--- config.mk ---
export PLATFORM = sky130hd
export DESIGN_NAME = sprs_queue
export DESIGN_NICKNAME = d
export VERILOG_FILES = /design/src/hw/rtl/sprs_pkg.sv /design/src/hw/rtl/sprs_queue.sv
export SDC_FILE = /design/constraint.sdc
export NUM_CORES = 1
export LEC_CHECK = 0
export BUFFER_PORTS_ARGS = -buffer_cell sky130_fd_sc_hd__buf_2
export CAP_MARGIN = 20
export CELL_PAD_IN_SITES_DETAIL_PLACEMENT = 1
export CELL_PAD_IN_SITES_GLOBAL_PLACEMENT = 1
export CORE_MARGIN = 1
export CORE_UTILIZATION = 48
export CTS_BUF_LIST = sky130_fd_sc_hd__clkbuf_16
export DETAILED_ROUTE_END_ITERATION = 10
export MAX_ROUTING_LAYER = met4
export PLACE_DENSITY = 0.93
export SLEW_MARGIN = 30
export SYNTH_ARGS = -nofsm -noshare
export SYNTH_HDL_FRONTEND = slang
export SYNTH_SLANG_ARGS = --single-unit
export TNS_END_PERCENT = 10
--- constraint.sdc ---
create_clock -name clk -period 33.3 [get_ports clk]
set_input_delay 4.995 -clock clk [delete_from_list [all_inputs] [get_ports clk]]
set_output_delay 4.995 -clock clk [all_outputs]
set_load 0.01 [all_outputs]
--- src/hw/rtl/sprs_pkg.sv ---
`default_nettype none

package sprs_pkg;

  localparam int MAX_RECORDS = 64;
  localparam int INDEX_BITS  = 20;
  localparam int DATA_W      = 64;

  // Width of a slot index into the stores and of a record count.
  localparam int IDX_W = $clog2(MAX_RECORDS);
  localparam int CNT_W = $clog2(MAX_RECORDS + 1);

  localparam int REC_W   = 2 * INDEX_BITS + 3 * DATA_W;
  localparam int TDATA_W = ((REC_W + 7) / 8) * 8;

  // Entries in the queue between the front and the back.
  localparam int QDEPTH = 2;
  localparam int QPTR_W = $clog2(QDEPTH);
  localparam int QCNT_W = $clog2(QDEPTH + 1);

  // Packed so that the row index sits in the lowest bits.
  typedef struct packed {
    logic [DATA_W-1:0]     shift_y_bits;
    logic [DATA_W-1:0]     shift_x_bits;
    logic [DATA_W-1:0]     term_bits;
    logic [INDEX_BITS-1:0] col_index;
    logic [INDEX_BITS-1:0] row_index;
  } rec_t;

  // One classified transaction handed from the front to the back.
  typedef struct packed {
    rec_t rec;
    logic keep;   // record fits and is to be stored
    logic last;   // closes the batch
    logic ovf;    // batch has dropped a record so far
  } q_item_t;

endpackage

`default_nettype wire

--- src/hw/rtl/sprs_queue.sv ---
`default_nettype none

module sprs_queue
  import sprs_pkg::*;
(
  input  wire logic clk,
  input  wire logic rst_n,
  input  wire logic push,
  input  q_item_t   push_item,
  output logic      full,
  output logic      pop_valid,
  output q_item_t   pop_item,
  input  wire logic pop_ready
);

  q_item_t           entry_r [QDEPTH];
  logic [QPTR_W-1:0] wr_ptr_r, rd_ptr_r;
  logic [QCNT_W-1:0] used_r, used_nxt;
  logic              pop;

  assign full      = (used_r == QCNT_W'(QDEPTH));
  assign pop_valid = (used_r != '0);
  assign pop_item  = entry_r[rd_ptr_r];
  assign pop       = pop_valid && pop_ready;

  always_comb begin
    used_nxt = used_r;
    if (push && !pop) begin
      used_nxt = used_r + QCNT_W'(1);
    end else if (pop && !push) begin
      used_nxt = used_r - QCNT_W'(1);
    end
  end

  always_ff @(posedge clk) begin
    if (push) begin
      entry_r[wr_ptr_r] <= push_item;
    end
  end

  always_ff @(posedge clk) begin
    if (!rst_n) begin
      wr_ptr_r <= '0;
      rd_ptr_r <= '0;
      used_r   <= '0;
    end else begin
      used_r <= used_nxt;
      if (push) begin
        wr_ptr_r <= (wr_ptr_r == QPTR_W'(QDEPTH - 1)) ? '0 : wr_ptr_r + QPTR_W'(1);
      end
      if (pop) begin
        rd_ptr_r <= (rd_ptr_r == QPTR_W'(QDEPTH - 1)) ? '0 : rd_ptr_r + QPTR_W'(1);
      end
    end
  end

endmodule

`default_nettype wire

### Yosys cells after proc, flatten, opt, wreduce, memory -nomap -nowiden

Memories as Yosys holds them, arrays and structs flattened. A register that Yosys moved wholly into a read port is not among the register bits.
Cells that the tools add are included.

* register bits: 4
* memory bits (writable): 470
* output and inout bits: 237
* memories kept: 1

Memories
* entry_r: depth 2, bits a word 235, rd ports 1, clocked after memory_dff 1, write ports 1, RTL line sprs_queue.sv:16 `q_item_t entry_r [QDEPTH];`

* add/sub/neg operators: 4
* equality and inequality tests: 1
* multiplexer cells: 8
* reduce and logical (&&, ||, !) cells: 7

Operators with widths (number)
* $mux 1: 6
* $mux 2: 2
* $reduce_bool 2->1: 2
* $logic_and 1x1->1: 3
* $add 1x1->1 const B: 2
* $add 2x1->2 const B: 1
* $eq 2x2->1 const B: 1
* $logic_not 1->1: 2
* $sub 2x1->2 const B: 1

### Longest topological paths before layout

Gate-level depths: netlist of run 1.

* word-level depth: 5
* depth in mapped cells: 5
* gate-level depth less buffers: 5

### Least setup slack after synthesis of run 1

OpenSTA, ideal clock, no wires.

* path type: input to register
* from: in push
* to: reg wr_ptr_r
* library setup time: 0.106 ns
* arrival time: 15.936 ns
* required time: 33.194 ns
* path slack: 17.258 ns
* cell stages on the path: 2
* path buffers: 0
* cell sequence: nor2b_1 > o21a_1

RTL lines
* start: declaration: RTL line sprs_queue.sv:8 `input wire logic push,`
* end signal: assignment: RTL line sprs_queue.sv:49 `wr_ptr_r <= (wr_ptr_r == QPTR_W'(QDEPTH - 1)) ? '0 : wr_ptr_r + QPTR_W'(1);`
* end: declaration: RTL line sprs_queue.sv:17 `logic [QPTR_W-1:0] wr_ptr_r, rd_ptr_r;`

==> results_dict.tcl, run 1 <==
set metrics [dict create \
    io_pins 476 \
    drv_slew 0 \
    finalCriticalPeriod_ns 7.981 \
    seq_area_frac_synth 0.7992 \
    dieArea_um2 37830 \
    cts-hold-fix-buffers 0 \
    avgViaCountPerCell 5.110 \
    coreArea_um2 36520 \
    synth_top_area_share 0.7935 \
    hp-class "reg2reg" \
    final-seq-area_um2 14220 \
    clock-sinks 475 \
    areaGrowthSynthToFinish_pct 25.31 \
    relSlewSlack 0.3605 \
    routabilityCongestion 0.7906 \
    wirelength_um 43880 \
    ys_ff_latch 475 \
    final_antenna_net_count 0 \
    multi_input_area_um2 3339 \
    grt_max_degree 141 \
    die_x_um 194.5 \
    finalHoldViolCount 0 \
    tritoncts "done" \
    yosysUniqueCellTypes 17 \
    grt-ovfl-total 0 \
    ys_top_cells_by_area "edfxtp_1, mux2_4, mux2_2" \
    ys_warn_count 0 \
    final_layout_size_suffix_gt1_frac 0.6094 \
    fp.dieH_um 194.5 \
    rsz0062_at_grt "false" \
    synthCells 753 \
    skew_ns 0.01582 \
    syn_area_um2 17790 \
    grt_pass1_wl_um 62960 \
    endpoint_kind "primary output" \
    htree_levels 2 \
    drt_iter0_markers 370 \
    arrival_ns 2.99 \
    timing.fmax_mhz 125.3 \
    worst_pin_slew_ns 0.9593 \
    vdd_drop_max_mv 0.05742 \
    grt_pass1_vias 10341 \
    synth_largest_area_cell "edfxtp_1" \
    root_buffer "clkbuf_16" \
    antenna_found_initial 16 \
    cts_setup_buffers 0 \
    drc 0 \
    required_ns 28.30 \
    maxCapViolCount 0 \
    fillers 3234 \
    start_util 0.4870 \
    final_net_count 1503 \
    syn_area_per_cell_um2 23.62 \
    setup_tns_ns 0 \
    most-common-layout-cells "buf_2, edfxtp_1, mux2_4" \
    fin_area_um2 22290 \
    leakagePower_nw 8.629 \
    grt.total_usage 0.2358 \
    startpoint_type "register" \
    clockBufferDepth 3 \
    clk_pin_slew_ns 0.06 \
    period_share 0.2397 \
    final_common_cell "buf_2" \
    dp_hpwl_um 29890 \
    cts-resized-gates 0 \
    wl_per_cell_um 24.55 \
    setup_viol 0 \
    cts_buffers 49 \
    vias 9132 \
    power_density_nw_per_um2 73.18 \
    synthesis.nets 993 \
    clock_latency_ns 0.58 \
    drt-pass1-iter-count 5 \
    dpl_cell_area_um2 20600 \
    io_buffers 475 \
    rows 70 \
    status "finished, final reports clean" \
    cp_max_fo 91 \
    crit_type "reg2out" \
]
-- registers in the layout, summed over array words and instances (netlist names), named ones only --
name      flops
rd_ptr_r      1
wr_ptr_r      1
entry_r     470
used_r        2
-- Yosys cell counts --
library cell  number
mux2_4           150
ha_1               1
or3_1              1
buf_6             18
o21ai_1            1
edfxtp_1         470
mux2_2            85
and2_1             4
or2_2              1
xnor2_1            2
o21a_1             1
a21boi_0           1
dfxtp_1            5
o21ai_0            1
nor2b_1            3
buf_2              8
xor2_1             1
-- path summary, 6_finish.rpt --
kind                                 from       endpoint  slack [ns]  cells after the start
worst max-delay path             register    pop_item[8]       25.32                      4
worst min-delay path            used_r[1]      used_r[1]        0.56                      2
worst max register to register   wr_ptr_r  entry_r[1][4]       30.92                      3
worst min register to register  used_r[1]      used_r[1]        0.56                      2
-- per-stage QoR --
step                hold slack, ns  cells  utilization  total power, mW  worst slack (ns)
finish                      0.5564   1787       0.6102            1.631             25.32
global route                0.5935   1787       0.6102            1.681             25.19
CTS                         0.5593   1769       0.6078            1.648             25.41
detailed placement          0.5527   1678       0.5642            1.104             25.99
global placement            0.5054   1678       0.5642            1.086             26.08
floorplan                   0.4809    753            -           0.9872             17.26
-- critical path, stage by stage, from the launching register on --
cell and delay, ns:
dfxtp_4 0.77, buf_12 0.44, buf_16 0.49, mux2_2 0.41, buf_2 0.14
-- power breakdown --
group,switching (mW),total [mW],internal (mW)
clock,0.223,0.538,0.316
combinational,0.184,0.378,0.194
sequential,0.0205,0.715,0.694
total,0.427,1.63,1.20
-- routing by layer --
metal	global-route usage	part of all wire	vias to the layer above
met5	-	0	-
met3	0.07652	0.079	108
met2	0.4282	0.55	423
met4	0.1143	0.042	0
li1	-	-	4061
met1	0.2214	0.33	4540
-- area by class of cell --
cell class              count  share of cell area
flip-flops and latches    475              0.6379
multi-input cells         252              0.1498
repair buffers            485              0.1126
clock buffers              51             0.05726
well taps                 468             0.02627
clock inverters            40             0.01432
diodes                     16            0.001796
-- cells by family after synthesis --
group	share of synthesized area
compound gates	0.001407
xor+xnor	0.001478
fa+ha+maj	0.0007034
buf+inv	0.01365
flops	0.7992
mux	0.1804
simple gates	0.003166
Power figures use the tool's default switching activity.
==> inputs of run 2 (changes only) <==
ABC_AREA = 1   (was not set)
CORE_UTILIZATION = 45   (was 48)
PLACE_DENSITY = 0.88   (was 0.93)
clock period = 7.9 ns   (was 33.3 ns; I/O delays follow)
==> run 2 against run 1 <==
Effect of this change: core utilization is 3.9 points lower; sequential cell count stayed put; via count is 0.74% higher; first-iteration DRC count is 33% higher; non-clock buffer count is 2 lower; synthesized cell count is 1.9% higher; global-route usage is 2.3 points lower; setup slack worse by 22 ns; power grew to 3.6 times the previous value; final cell count is 3.2% higher; cell area is 0.45% lower; sequential power grew to 4.2 times the previous value; largest power group unchanged.
==> results_dict.tcl, run 2 <==
set metrics [dict create \
    seq_area_frac_synth 0.7985 \
    synth_top_family_by_area "multiplexers" \
    clockBufferDepth 3 \
    top_register "entry_r" \
    synth_edf_count 470 \
    final_common_cell "buf_2" \
    cts_setup_buffers 0 \
    dpl_cell_area_um2 20670 \
    finalHoldViolCount 0 \
    wirelength_um 42680 \
    setup_viol 0 \
    clock-sinks 475 \
    place_ws_ns 4.346 \
    vdd_drop_max_mv 0.2079 \
    status "finished, final reports clean" \
    coreArea_um2 38830 \
    final_layout_size_suffix_gt1_frac 0.5991 \
    wl_per_cell_um 23.15 \
    arrival_ns 2.92 \
    synth_top_area_share 0.7929 \
    io_buffers 475 \
    relSlewSlack 0.3074 \
    antenna_found_initial 12 \
    p_seq_frac 0.507 \
    synthesis.nets 1007 \
    maxCapViolCount 0 \
    timing.final.ws_setup_ns 3.794 \
    timing.rr.start "wr_ptr_r" \
    rsz0062_at_grt "false" \
    grt_pass1_vias 10200 \
    fillers 3534 \
    worst_r2r_path_depth 3 \
    areaGrowthSynthToFinish_pct 24.64 \
    drt-pass1-iter-count 4 \
    hp-start "rd_ptr_r" \
    htree_levels 2 \
    required_ns 6.71 \
    r2r_setup_slack_ns 5.33 \
    synthCells 767 \
    p_sw_mw 1.381 \
    hp-class "reg2reg" \
    final_net_count 1514 \
    drc 0 \
    grt.total_usage 0.2129 \
    rows 72 \
    synthAdderAreaFrac 0.0007029 \
    io_pins 476 \
    grt-ovfl-total 0 \
    setup_tns_ns 0 \
    clk_pin_slew_ns 0.06 \
    cts_buffers 48 \
    tritoncts "done" \
    cts-hold-fix-buffers 0 \
    grt_max_degree 126 \
    start_util 0.4585 \
    drt_iter0_markers 491 \
    synth_largest_area_cell "edfxtp_1" \
    worstHoldPathCells 2 \
    final_cells 1844 \
    grt_pass1_wl_um 61560 \
    synth_most_common_cell "edfxtp_1" \
    leakagePower_nw 8.627 \
    crit_type "reg2out" \
    ys_ff_latch 475 \
    fp.dieH_um 200.9 \
    fin_area_um2 22190 \
    async_flop_share 0 \
    clkPwrFrac 0.358 \
    most-common-layout-cells "buf_2, edfxtp_1, mux2_4" \
    p_int_mw 4.508 \
    startpoint_type "register" \
    ys_top_cells_by_area "edfxtp_1, mux2_4, mux2_2" \
    yosys-top-cells-count "edfxtp_1, mux2_4, mux2_2" \
    skew_ns 0.01859 \
    power_density_nw_per_um2 265.4 \
    vias 9200 \
    endpoint_kind "primary output" \
    root_buffer "clkbuf_16" \
    worst_pin_slew_ns 1.039 \
    comb_power_share 0.135 \
    die_x_um 200.9 \
    syn_area_um2 17800 \
    cp_max_fo 58 \
    dieArea_um2 40360 \
    timing.rr.end "entry_r[1][77]" \
    clock_latency_ns 0.57 \
    cts-resized-gates 0 \
    drv_slew 0 \
    ys_warn_count 0 \
    period_share 0.5197 \
    routabilityCongestion 0.8048 \
    timing.fmax_mhz 243.6 \
    syn_area_per_cell_um2 23.21 \
    finalCriticalPeriod_ns 4.106 \
    largest_reg_flops 470 \
    final_antenna_net_count 0 \
    synth-compound-area-share 0.0009840 \
    largestRegisters "entry_r x470, used_r x2" \
    place_inst 1742 \
    synth-simple-area-share 0.004217 \
    avgViaCountPerCell 4.989 \
    synthFlopType "edfxtp_1" \
    dp_hpwl_um 29940 \
    power_mw 5.889 \
    synthMuxAreaShare 0.1803 \
    yosysUniqueCellTypes 15 \
    yosys.area_share.xor_xnor 0 \
    swShare 0.2344 \
]
==> run 2: cell count changes in the layout (fill, tap and decap cells not counted), sizes merged, moves of 3 or more <==
cell      delta
and2         -4
bufinv       -3
clkinv       +3
clkinvlp     -5
inv         +12
nand2        +9
nor2         +8
nor2b        -3
==> run 2: worst max-delay path, stage by stage (launching register included) <==
cell and delay, ns:
dfxtp_4 0.89, buf_4 0.82, mux2_2 0.43, buf_2 0.14
==> run 2: layout make-up <==
type	count	area, µm²	share of cell area
Timing Repair Buffer	483	2457	0.1108
Tap cell	518	648.1	0.02921
Clock buffer	49	1226	0.05527
Clock inverter	39	242.7	0.01094
Antenna cell	14	35.03	0.001579
Sequential cell	475	14220	0.6408
Multi-Input combinational cell	258	3322	0.1497
Inverter	8	37.54	0.001692
==> run 2: how the worst max path moves through the flow <==
stage | end | slack (ns) | cells after the start
2_1_floorplan | entry_r[0][0] | 0.13 | 2
3_3_place_gp | pop_item[44] | 4.37 | 3
3_5_place_dp | pop_item[44] | 4.35 | 3
4_1_cts | pop_item[57] | 3.73 | 3
5_1_grt | pop_item[232] | 3.64 | 3
6_report | pop_item[57] | 3.79 | 3
==> run 2: cells by family (layout without fill, tap and decap cells) <==
family / after synthesis / count (layout)
fa+ha+maj: 1 / 1
flops: 475 / 475
simple gates: 19 / 19
other cells: 0 / 14
mux: 235 / 235
buf+inv: 34 / 579
compound gates: 3 / 3
==> run 2: power groups by stage <==
stage / clock (mW) / sequential, mW / combinational [mW]
floorplan: 0 / 3.03 / 0.506
global placement: 0 / 3.02 / 0.763
detailed placement: 0 / 3.04 / 0.797
CTS: 2.17 / 2.99 / 0.803
global route: 2.25 / 2.99 / 0.837
finish: 2.11 / 2.98 / 0.795
==> run 2: per-stage QoR <==
stage	hold slack, ns	util
floorplan	0.4669	-
detailed placement	0.5205	0.5325
CTS	0.5539	0.5703
finish	0.5563	0.5714
global placement	0.4772	0.5325
global route	0.6145	0.5713
==> run 2: routing by layer <==
layer | vias to the layer above | routed length (µm) | GRT usage
met3 | 76 | 2864 | 0.05860
li1 | 4086 | - | -
met5 | - | 0 | -
met2 | 381 | 23520 | 0.3835
met4 | 0 | 1304 | 0.09297
met1 | 4657 | 15000 | 0.2139
