File: src/hw/rtl/sprs_pkg.sv
`default_nettype none

package sprs_pkg;

  localparam int MAX_RECORDS = 64;
  localparam int INDEX_BITS  = 20;
  localparam int DATA_W      = 64;

  // Width of a slot index into the stores and of a record count.
  localparam int IDX_W = $clog2(MAX_RECORDS);
  localparam int CNT_W = $clog2(MAX_RECORDS + 1);

  localparam int REC_W   = 2 * INDEX_BITS + 3 * DATA_W;
  localparam int TDATA_W = ((REC_W + 7) / 8) * 8;

  // Entries in the queue between the front and the back.
  localparam int QDEPTH = 2;
  localparam int QPTR_W = $clog2(QDEPTH);
  localparam int QCNT_W = $clog2(QDEPTH + 1);

  // Packed so that the row index sits in the lowest bits.
  typedef struct packed {
    logic [DATA_W-1:0]     shift_y_bits;
    logic [DATA_W-1:0]     shift_x_bits;
    logic [DATA_W-1:0]     term_bits;
    logic [INDEX_BITS-1:0] col_index;
    logic [INDEX_BITS-1:0] row_index;
  } rec_t;

  // One classified transaction handed from the front to the back.
  typedef struct packed {
    rec_t rec;
    logic keep;   // record fits and is to be stored
    logic last;   // closes the batch
    logic ovf;    // batch has dropped a record so far
  } q_item_t;

endpackage

`default_nettype wire

File: src/hw/rtl/sprs_front.sv
`default_nettype none

module sprs_front
  import sprs_pkg::*;
(
  input  wire logic               clk,
  input  wire logic               rst_n,
  input  wire logic               in_tvalid,
  output logic                    in_tready,
  input  wire logic [TDATA_W-1:0] in_tdata,
  input  wire logic               in_tlast,
  output logic                    push,
  output q_item_t                 push_item,
  input  wire logic               q_full
);

  logic [CNT_W-1:0] count_r, count_nxt;
  logic             drop_r, drop_nxt;
  logic             keep;

  assign in_tready = !q_full;
  assign push      = in_tvalid && !q_full;
  assign keep      = (count_r < CNT_W'(MAX_RECORDS));

  assign push_item.rec  = rec_t'(in_tdata[REC_W-1:0]);
  assign push_item.keep = keep;
  assign push_item.last = in_tlast;
  assign push_item.ovf  = drop_r || !keep;

  always_comb begin
    count_nxt = count_r;
    drop_nxt  = drop_r;
    if (push) begin
      if (in_tlast) begin
        count_nxt = '0;
        drop_nxt  = 1'b0;
      end else begin
        count_nxt = keep ? count_r + CNT_W'(1) : count_r;
        drop_nxt  = drop_r || !keep;
      end
    end
  end

  always_ff @(posedge clk) begin
    if (!rst_n) begin
      count_r <= '0;
      drop_r  <= 1'b0;
    end else begin
      count_r <= count_nxt;
      drop_r  <= drop_nxt;
    end
  end

endmodule

`default_nettype wire

File: config.mk
export PLATFORM = sky130hd
export DESIGN_NAME = sprs_front
export DESIGN_NICKNAME = d
export VERILOG_FILES = /design/src/hw/rtl/sprs_pkg.sv /design/src/hw/rtl/sprs_front.sv
export SDC_FILE = /design/constraint.sdc
export NUM_CORES = 1
export LEC_CHECK = 0
export ABC_AREA = 0
export BUFFER_PORTS_ARGS = -buffer_cell sky130_fd_sc_hd__buf_2
export CORE_AREA = 2 2 187 189
export CTS_BUF_LIST = sky130_fd_sc_hd__clkbuf_8
export CTS_CLUSTER_SIZE = 25
export DETAILED_ROUTE_END_ITERATION = 10
export DIE_AREA = 0 0 189 191
export PLACE_DENSITY = 0.31
export SYNTH_ARGS = -nofsm -noshare
export SYNTH_HDL_FRONTEND = slang
export SYNTH_SLANG_ARGS = --single-unit
File: constraint.sdc
create_clock -name clk -period 3.05 [get_ports clk]
set_clock_uncertainty 0.15 [all_clocks]
set_input_delay 0.61 -clock clk [delete_from_list [all_inputs] [get_ports clk]]
set_output_delay 0.61 -clock clk [all_outputs]
set_load 0.03 [all_outputs]
Word level (Yosys, flattened, before mapping)
Cells that the tools add are included.
Cells by class
  add/subtract/negate cells: 1
  order comparisons: 1
  muxes and demuxes: 3
  reduce and logical (&&, ||, !) cells: 6
Operator list (count)
  7-bit 2-to-1 mux: 2
  7-bit by 1-bit adder with 7-bit output (second input constant): 1
  7-bit < comparator (second input constant): 1
  1-bit logical NOT: 2
  2-bit AND reduction: 1
  2-bit nonzero test: 1
  1-bit logical AND: 1
  1-bit logical OR: 1
  1-bit 2-to-1 mux: 1
Storage, ports and cells
  flip-flop bits (word level): 8
  input port bits: 237
  output and inout bits: 237

Logic depth before layout (Yosys ltp)
Gate-level depths: netlist (run 1).
  depth after elaboration: 4
  gate-level depth with buffers: 5
  gate-level depth less buffers: 4

Worst setup path before layout (run 1)
No wires, ideal clock.
  kind: input to output
  start point: input port q_full
  end point: output port push
  arrival: 1084 ps
  required time: 2290 ps
  slack: 1206 ps
  stages on the path: 3
  path through: nand2b_4 buf_6 inv_1
Between the ends
  cells in the longest elaborated chain, start to end: 2
Ends and longest elaborated chain
  start: declaration: RTL line sprs_front.sv:14  | input wire logic q_full
  1-bit logical NOT: RTL line sprs_front.sv:22  | assign push = in_tvalid && !q_full;
  1-bit logical AND: RTL line sprs_front.sv:22
  end: declaration: RTL line sprs_front.sv:12  | output logic push,
No other way between the ends.

Worst setup path after layout (run 1)
Same ends and word-level chain as after synthesis.

==> results of run 1 <==
[final cells by class]
class	count	area share, %
multi-input combinational	34	22.04
antenna	1	0.2320
clock buffer	3	3.828
tap	455	52.78
sequential	8	14.85
timing repair buffer	9	4.176
inverter	6	2.088
[cell families (layout without fill, tap and decap cells)]
family	Yosys count	in the layout	share of synthesized area, %
AO/OA/AOI/OAI	8	8	2.398
buffers and inverters	242	18	81.85
adder cells (fa/ha/maj)	1	1	0.5707
flip-flops	8	8	7.306
other	0	1	0
AND/OR/NAND/NOR	22	22	6.507
multiplexers	3	3	1.370
[power by group through the flow]
stage                     combinational [mW]  clock, mW  sequential (mW)
final                                 0.0225      0.131            0.107
after detailed placement              0.0226          0            0.109
after global placement                0.0226          0            0.109
after global routing                  0.0245      0.142            0.107
after CTS                             0.0230      0.135            0.107
after floorplan                        0.587          0            0.108
[critical path, stage by stage]
cell and delay, ns:
buf_2 0.11, nand2b_4 0.18, inv_1 0.12, buf_2 0.21
[metal layers]
metal	up-vias	routed length, um	global-route usage, %
li1	202	-	-
met1	238	736	0.9706
met2	204	2727	4.198
met3	120	1785	4.076
met4	2	1167	7.632
met5	-	51	1.099
[state kept, by name (all words and copies together) (netlist names)]
name / cells
drop_r: 1
count_r: 7
[worst max-delay path by stage]
stage | start | cells after the start | end | slack (ns)
final | q_full | 4 | push | 1.06
after global routing | q_full | 4 | push | 1.02
after CTS | q_full | 4 | push | 1.06
after detailed placement | q_full | 4 | push | 1.06
after global placement | q_full | 4 | push | 1.08
after floorplan | q_full | 3 | push | 1.21
[layout by cell type, fill, tap and decap left out, types with 2 or more instances in the layout]
cell type and count:
nor4_1 2, o21ai_0 2, inv_1 6, clkbuf_8 3
mux2i_1 3, nand3_1 3, a21oi_1 2, buf_2 9
nor2_1 2, nand3b_1 4, dfxtp_1 8, nand2_1 3
==> flow_summary.toml, run 1 <==
[outcome]
status = "finished, final reports clean"

[synthesis]
synth_flop_cell = "dfxtp_1"
ys_types = 26
ys_seq_area_share_pct = 7.306
ys_warn_count = 0
synth_common_cells = "234 x buf_4, 8 x dfxtp_1, 6 x inv_1"
ys_top_cells_by_area = "buf_4 80%, dfxtp_1 7.3%, mux2i_1 1.4%, nand3b_1 1.4%, inv_1 1.0%"
avgSynthCellArea_um2 = 7.719
synth_cells = 284
synth_top_area_share_pct = 80.14
synth.most_common_cell = "buf_4"
synth_largest_area_cell = "buf_4"
async_flop_share_pct = 0
synth_nets = 522
ys_ff_latch = 8
synth-edff-count = 0
synth_area_um2 = 2192

[clock_network]
path_clk_slew_ns = 0.04
cts_root_buf = "clkbuf_8"
htreeDepth = 1
clockBufferDepth = 2
cts_tree = "done"
cts_hold_buf = 0
numCtsBuffers = 3
postCtsSetupBuffers = 0
cts_resized = 0
clock_latency_ns = 0.23
clock-sinks = 8

[layout]
fin_util_pct = 3.161
fin_area_um2 = 1079
seqCellArea_um2 = 160.2
syn_to_final_growth_pct = -50.80
final_nets = 300
fillers = 4042
multiInputGateArea_um2 = 237.7
final_cells = 516
drive_above_1_share_pct = 26.67

[timing]
setup_ws_ns = 1.064
tightest_slew_ns = 0.3381
period_needed_ns = 1.986
hold_viol = 0
rsz0062_at_grt = "no"
clock.fmax_mhz = 503.6
drv_slew = 0
min_period_over_period_pct = 65.10
timing.hold.ws_ns = 0.3247
fin_setup_tns_ns = 0
setup_viol = 0
relSlewSlack_pct = 77.15

[worst_setup_path]
r2r_cells = 4
crit_required_ns = 2.29
r2r_start = "count_r[0]"
path_class = "in2out"
cp-end-kind = "output pin"
r2r_end = "count_r[2]"
r2r_slack_ns = 1.56
start_kind = "input port"
arrival_ns = 1.23
crit_path_max_fanout = 9

[placed_design]
dp_hpwl_um = 5350
pre_cts_ws_ns = 1.063
dp_cells = 512
port_buffers = 9
place_area_um2 = 1035
gp_congestion = 0.6041

[worst_hold_path]
whs_path_depth = 2
hold-path-endpoint = "drop_r"
min_from = "drop_r"
hold_class = "reg2reg"

[detailed_routing]
routed_via_density = 1.484
drt.antenna.violating_nets = 0
drt-pass1-iter-count = 4
drtIter0Drc = 19
wire_per_inst_um = 12.54
wirelength_um = 6469
drt_drc_violations_left = 0
via_count = 766

[power_and_ir_drop]
power.density_nw_per_um2 = 241.2
peakVddDrop_uv = 75.60
total_power_uw = 260.1
internal_power_uw = 199.4
pwr-share-clk_pct = 50.3
p_sw_share_pct = 23.34
leakagePower_nw = 0.2174
p_seq_share_pct = 41.1
power.switching_uw = 60.72
comb_power_share_pct = 8.7

[die]
rows = 68
core-area_um2 = 34120
io_pins = 474
dieHeight_um = 191
start_util_pct = 6.425
die_width_um = 189
die_area_um2 = 36100

[global_route]
grtUsageTotal_pct = 3.389
grt_pass1_vias = 867
grt_max_degree = 10
overflow = 0
antenna_found_initial = 1
grt_pass1_wl_um = 7576

[run]
drv_cap = 0
Power figures use the tool's default switching activity.
==> inputs of run 2 (changes only) <==
--- a/config.mk
+++ b/config.mk
@@ -7,12 +7,12 @@
 export LEC_CHECK = 0
 export ABC_AREA = 0
 export BUFFER_PORTS_ARGS = -buffer_cell sky130_fd_sc_hd__buf_2
-export CORE_AREA = 2 2 187 189
+export CORE_AREA = 2 2 184 186
 export CTS_BUF_LIST = sky130_fd_sc_hd__clkbuf_8
 export CTS_CLUSTER_SIZE = 25
 export DETAILED_ROUTE_END_ITERATION = 10
-export DIE_AREA = 0 0 189 191
-export PLACE_DENSITY = 0.31
+export DIE_AREA = 0 0 186 188
+export PLACE_DENSITY = 0.33
 export SYNTH_ARGS = -nofsm -noshare
 export SYNTH_HDL_FRONTEND = slang
 export SYNTH_SLANG_ARGS = --single-unit
==> constraint.sdc (replaced) <==
create_clock -name clk -period 1.8 [get_ports clk]
set_clock_uncertainty 0.15 [all_clocks]
set_input_delay 0.36 -clock clk [delete_from_list [all_inputs] [get_ports clk]]
set_output_delay 0.36 -clock clk [all_outputs]
set_load 0.03 [all_outputs]
==> run 2 against run 1 <==
Against the previous run: via count is the same; sequential share of layout area grew 0.16 points; sequential power grew 69%; largest cell class unchanged.
==> flow_summary.toml, run 2 (synthesis gave the netlist of run 1 again) <==
[layout]
multiInputGateArea_um2 = 237.7
regMostFlops = "count_r"
fin_util_pct = 3.223
fin_area_um2 = 1067
syn_to_final_growth_pct = -51.31
top_regs = "count_r (7), drop_r (1)"
final_common_cell = "buf_2"
seqCellArea_um2 = 160.2
drive_above_1_share_pct = 26.67
largest_reg_flops = 7
final_nets = 300
final_cell_mix = "9 x buf_2, 8 x dfxtp_1, 6 x inv_1"
antenna_cells = 0
fillers = 3941

[timing]
setup_viol = 0
min_period_over_period_pct = 88.06
hold_viol = 0
fin_setup_tns_ns = 0
drv_slew = 0
tightest_slew_ns = 0.3724
period_needed_ns = 1.585
relSlewSlack_pct = 74.83
rsz0062_at_grt = "no"
clock.fmax_mhz = 630.9

[detailed_routing]
drt_drc_violations_left = 0
wire_per_inst_um = 13.15
routed_via_density = 1.508
wirelength_um = 6682
drt.antenna.violating_nets = 0
via_count = 766
drtIter0Drc = 18
drt-pass1-iter-count = 4

[die]
die_width_um = 186
die_area_um2 = 34970
dieHeight_um = 188
rows = 67
io_pins = 474
start_util_pct = 6.620
core-area_um2 = 33110

[clock_network]
numCtsBuffers = 3
clockBufferDepth = 2
postCtsSetupBuffers = 0
cts_root_buf = "clkbuf_8"
clock_latency_ns = 0.23
clock-sinks = 8
cts_resized = 0
path_clk_slew_ns = 0.04
htreeDepth = 1
cts_tree = "done"
cts_hold_buf = 0

[worst_setup_path]
start_kind = "flop"
path_class = "reg2out"
cp-end-kind = "output pin"
crit_path_max_fanout = 5
cp-startpoint = "count_r[6]"
crit_required_ns = 1.29
arrival_ns = 1.08
r2r_start = "count_r[0]"

[power_and_ir_drop]
power.density_nw_per_um2 = 411.6
peakVddDrop_uv = 240.2
leakagePower_nw = 0.2174

[worst_hold_path]
hold_class = "reg2reg"
min_from = "drop_r"

[outcome]
status = "finished, final reports clean"

[run]
drv_cap = 0

[placed_design]
port_buffers = 9
gp_congestion = 0.6323
place_area_um2 = 1026
dp_hpwl_um = 5544

[global_route]
grt_pass1_wl_um = 7790
overflow = 0
grt_pass1_vias = 825
antenna_found_initial = 1
grt_max_degree = 10
grtUsageTotal_pct = 3.434
==> run 2: changes by cell type in the layout (fill, tap and decap cells not counted) <==
| cell | change |
|---|---|
| diode_2 | -1 |
==> run 2: metal layers <==
metal / part of all wire, % / vias up / track usage [%]
met5: 0 / - / 0
met4: 22 / 0 / 7.238
met2: 37 / 193 / 4.361
li1: - / 196 / -
met3: 28 / 124 / 4.020
met1: 12 / 253 / 1.127
==> run 2: through the flow <==
stage,cells,hold WS (ns),total power [mW],setup WS [ns]
6_report,508,0.3022,0.4393,0.2149
5_1_grt,508,0.3146,0.4646,0.1511
4_1_cts,508,0.3104,0.4464,0.1922
3_5_place_dp,505,0.2992,0.2250,0.2194
3_3_place_gp,505,0.2936,0.2253,0.2532
2_1_floorplan,284,0.2793,1.178,0.3904
==> run 2: critical path: stages, from the launching register on <==
cell and delay, ns:
dfxtp_1 0.35, or2_2 0.31, buf_2 0.19
==> run 2: report_power, final <==
group	internal [mW]	switching [mW]	total, mW
clock network	0.145	0.0729	0.218
registers	0.180	0.00147	0.181
logic	0.0128	0.0273	0.0401
==> run 2: final timing paths <==
| path | endpoint | slack (ns) | cells after the start |
|---|---|---|---|
| setup / recovery | push_item[0] | 0.21 | 2 |
| hold / removal | drop_r | 0.30 | 2 |
| setup reg to reg | count_r[2] | 0.34 | 4 |
| hold reg to reg | drop_r | 0.30 | 2 |
==> run 2: final cells by class <==
class | count | share of cell area, %
tap | 448 | 52.52
multi-input combinational | 34 | 22.27
sequential | 8 | 15.01
timing repair buffer | 9 | 4.220
clock buffer | 3 | 3.869
inverter | 6 | 2.110
==> inputs of run 3 (changes only) <==
--- a/config.mk
+++ b/config.mk
@@ -7,12 +7,12 @@
 export LEC_CHECK = 0
 export ABC_AREA = 0
 export BUFFER_PORTS_ARGS = -buffer_cell sky130_fd_sc_hd__buf_2
-export CORE_AREA = 2 2 184 186
+export CORE_AREA = 2 2 183 185
 export CTS_BUF_LIST = sky130_fd_sc_hd__clkbuf_8
 export CTS_CLUSTER_SIZE = 25
 export DETAILED_ROUTE_END_ITERATION = 10
-export DIE_AREA = 0 0 186 188
-export PLACE_DENSITY = 0.33
+export DIE_AREA = 0 0 185 187
+export PLACE_DENSITY = 0.32
 export SYNTH_ARGS = -nofsm -noshare
 export SYNTH_HDL_FRONTEND = slang
 export SYNTH_SLANG_ARGS = --single-unit
==> constraint.sdc (replaced) <==
create_clock -name clk -period 1.57 [get_ports clk]
set_clock_uncertainty 0.15 [all_clocks]
set_input_delay 0.314 -clock clk [delete_from_list [all_inputs] [get_ports clk]]
set_output_delay 0.314 -clock clk [all_outputs]
set_load 0.03 [all_outputs]
==> run 3 against run 2 <==
Against the previous run: sequential power is 15% higher; clock power is 11% higher; worst hold slack worse by 0.025 ns; core utilization is 0.070 points higher; final cell count is 0.39% higher; setup slack worse by 0.11 ns.
==> flow_summary.toml, run 3 (synthesis gave the netlist of run 1 again) <==
[detailed_routing]
routed_via_density = 1.484
drt-pass1-iter-count = 4
drtIter0Drc = 9
via_count = 757
drt_drc_violations_left = 0
wirelength_um = 6296
drt.antenna.violating_nets = 0
wire_per_inst_um = 12.35

[worst_hold_path]
hold_class = "in2reg"

[layout]
drive_above_1_share_pct = 27.87
largest_reg_flops = 7
syn_to_final_growth_pct = -50.63
final_cells = 510
final_cell_mix = "8 x dfxtp_1, 8 x buf_2, 6 x inv_1"
regMostFlops = "count_r"
final_nets = 301
fin_util_pct = 3.293
top_regs = "count_r (7), drop_r (1)"

[timing]
tightest_slew_ns = 0.3693
period_needed_ns = 1.465
fin_setup_tns_ns = 0
timing.hold.ws_ns = 0.2776
setup_ws_ns = 0.1045
rsz0062_at_grt = "no"
setup_viol = 0
hold_viol = 0
relSlewSlack_pct = 75.03
drv_slew = 0
min_period_over_period_pct = 93.34
clock.fmax_mhz = 682.4

[placed_design]
dp_hpwl_um = 5323
gp_congestion = 0.6248
pre_cts_ws_ns = 0.06124
port_buffers = 9
dp_cells = 506

[die]
start_util_pct = 6.671
core-area_um2 = 32860
rows = 67
die_width_um = 185
dieHeight_um = 187
io_pins = 474
die_area_um2 = 34600

[worst_setup_path]
arrival_ns = 1.00
path_class = "reg2out"
worst-path-buf-inv = 1
cp-end-kind = "output pin"
crit_required_ns = 1.11
cpPeakStageDelay_ns = 0.34
start_kind = "flop"
cpLargestDelayFamily = "flip-flops"
slowest_stage = "dfxtp_1"
crit_path_max_fanout = 5
path_cells = "or2_4 > clkbuf_4"

[clock_network]
cts_tree = "done"
htreeDepth = 1
cts_resized = 0
numCtsBuffers = 3
clock-sinks = 8
cts_root_buf = "clkbuf_8"
cts_hold_buf = 0
clockBufferDepth = 2
clock_latency_ns = 0.23
postCtsSetupBuffers = 0
path_clk_slew_ns = 0.04

[global_route]
grt_pass1_vias = 860
grt.met2_usage_pct = 3.760
grt-busiest-layer = "met4"
use_met1_pct = 1.772
grt.met3_usage_pct = 3.466
antenna_found_initial = 1
grt_pass1_wl_um = 7479
overflow = 0
grt_max_degree = 10
grtUsageTotal_pct = 3.504

[run]
drv_cap = 0

[power_and_ir_drop]
power.density_nw_per_um2 = 459.4
peakVddDrop_uv = 109.8
leakagePower_nw = 0.2205

[outcome]
status = "finished, final reports clean"
-- run 3: cell count changes in the layout (fill, tap and decap cells not counted), sizes merged --
| cell | before | now |
|---|---|---|
| clkbuf | 3 | 4 |
| diode | 0 | 1 |
-- run 3: path summary, 6_finish.rpt --
| kind | cells after the start | end | startpoint | slack [ns] |
|---|---|---|---|---|
| worst max-delay path | 2 | push_item[0] | count_r[6] | 0.10 |
| worst min-delay path | 2 | count_r[1] | rst_n | 0.28 |
| worst max register to register | 4 | count_r[2] | count_r[0] | 0.11 |
| worst min register to register | 2 | drop_r | drop_r | 0.33 |
-- run 3: per-layer routing --
metal / up-vias / wire (um)
li1: 201 / -
met1: 268 / 1173
met2: 178 / 2268
met3: 110 / 1563
met4: 0 / 1290
met5: - / 0
-- run 3: cell type report --
cell class / instances / area [um^2]
antenna: 1 / 2.502
clock buffer: 3 / 41.29
fill: 3975 / 31780
inverter: 6 / 22.52
multi-input combinational: 34 / 240.2
sequential: 8 / 160.2
tap: 448 / 560.5
timing repair buffer: 10 / 55.05
-- run 3: stage by stage --
| stage | power, mW | area, um^2 |
|---|---|---|
| floorplan | 1.350 | 2192 |
| detailed placement | 0.2600 | 1033 |
| global route | 0.5209 | 1082 |
| finish | 0.4972 | 1082 |
| global placement | 0.2603 | 1033 |
| CTS | 0.5073 | 1075 |
-- run 3: worst register-to-register path, delay by kind of cell, from the launching register on --
family	cells	cell delay [ns]
buf+inv	1	0.07
simple gates	1	0.51
flops	1	0.36
fa+ha+maj	1	0.18
compound gates	1	0.14
-- run 3: power by group --
part | switching [mW] | internal [mW]
sequential | 0.00173 | 0.206
clock | 0.0762 | 0.166
combinational | 0.0311 | 0.0164
total | 0.109 | 0.388
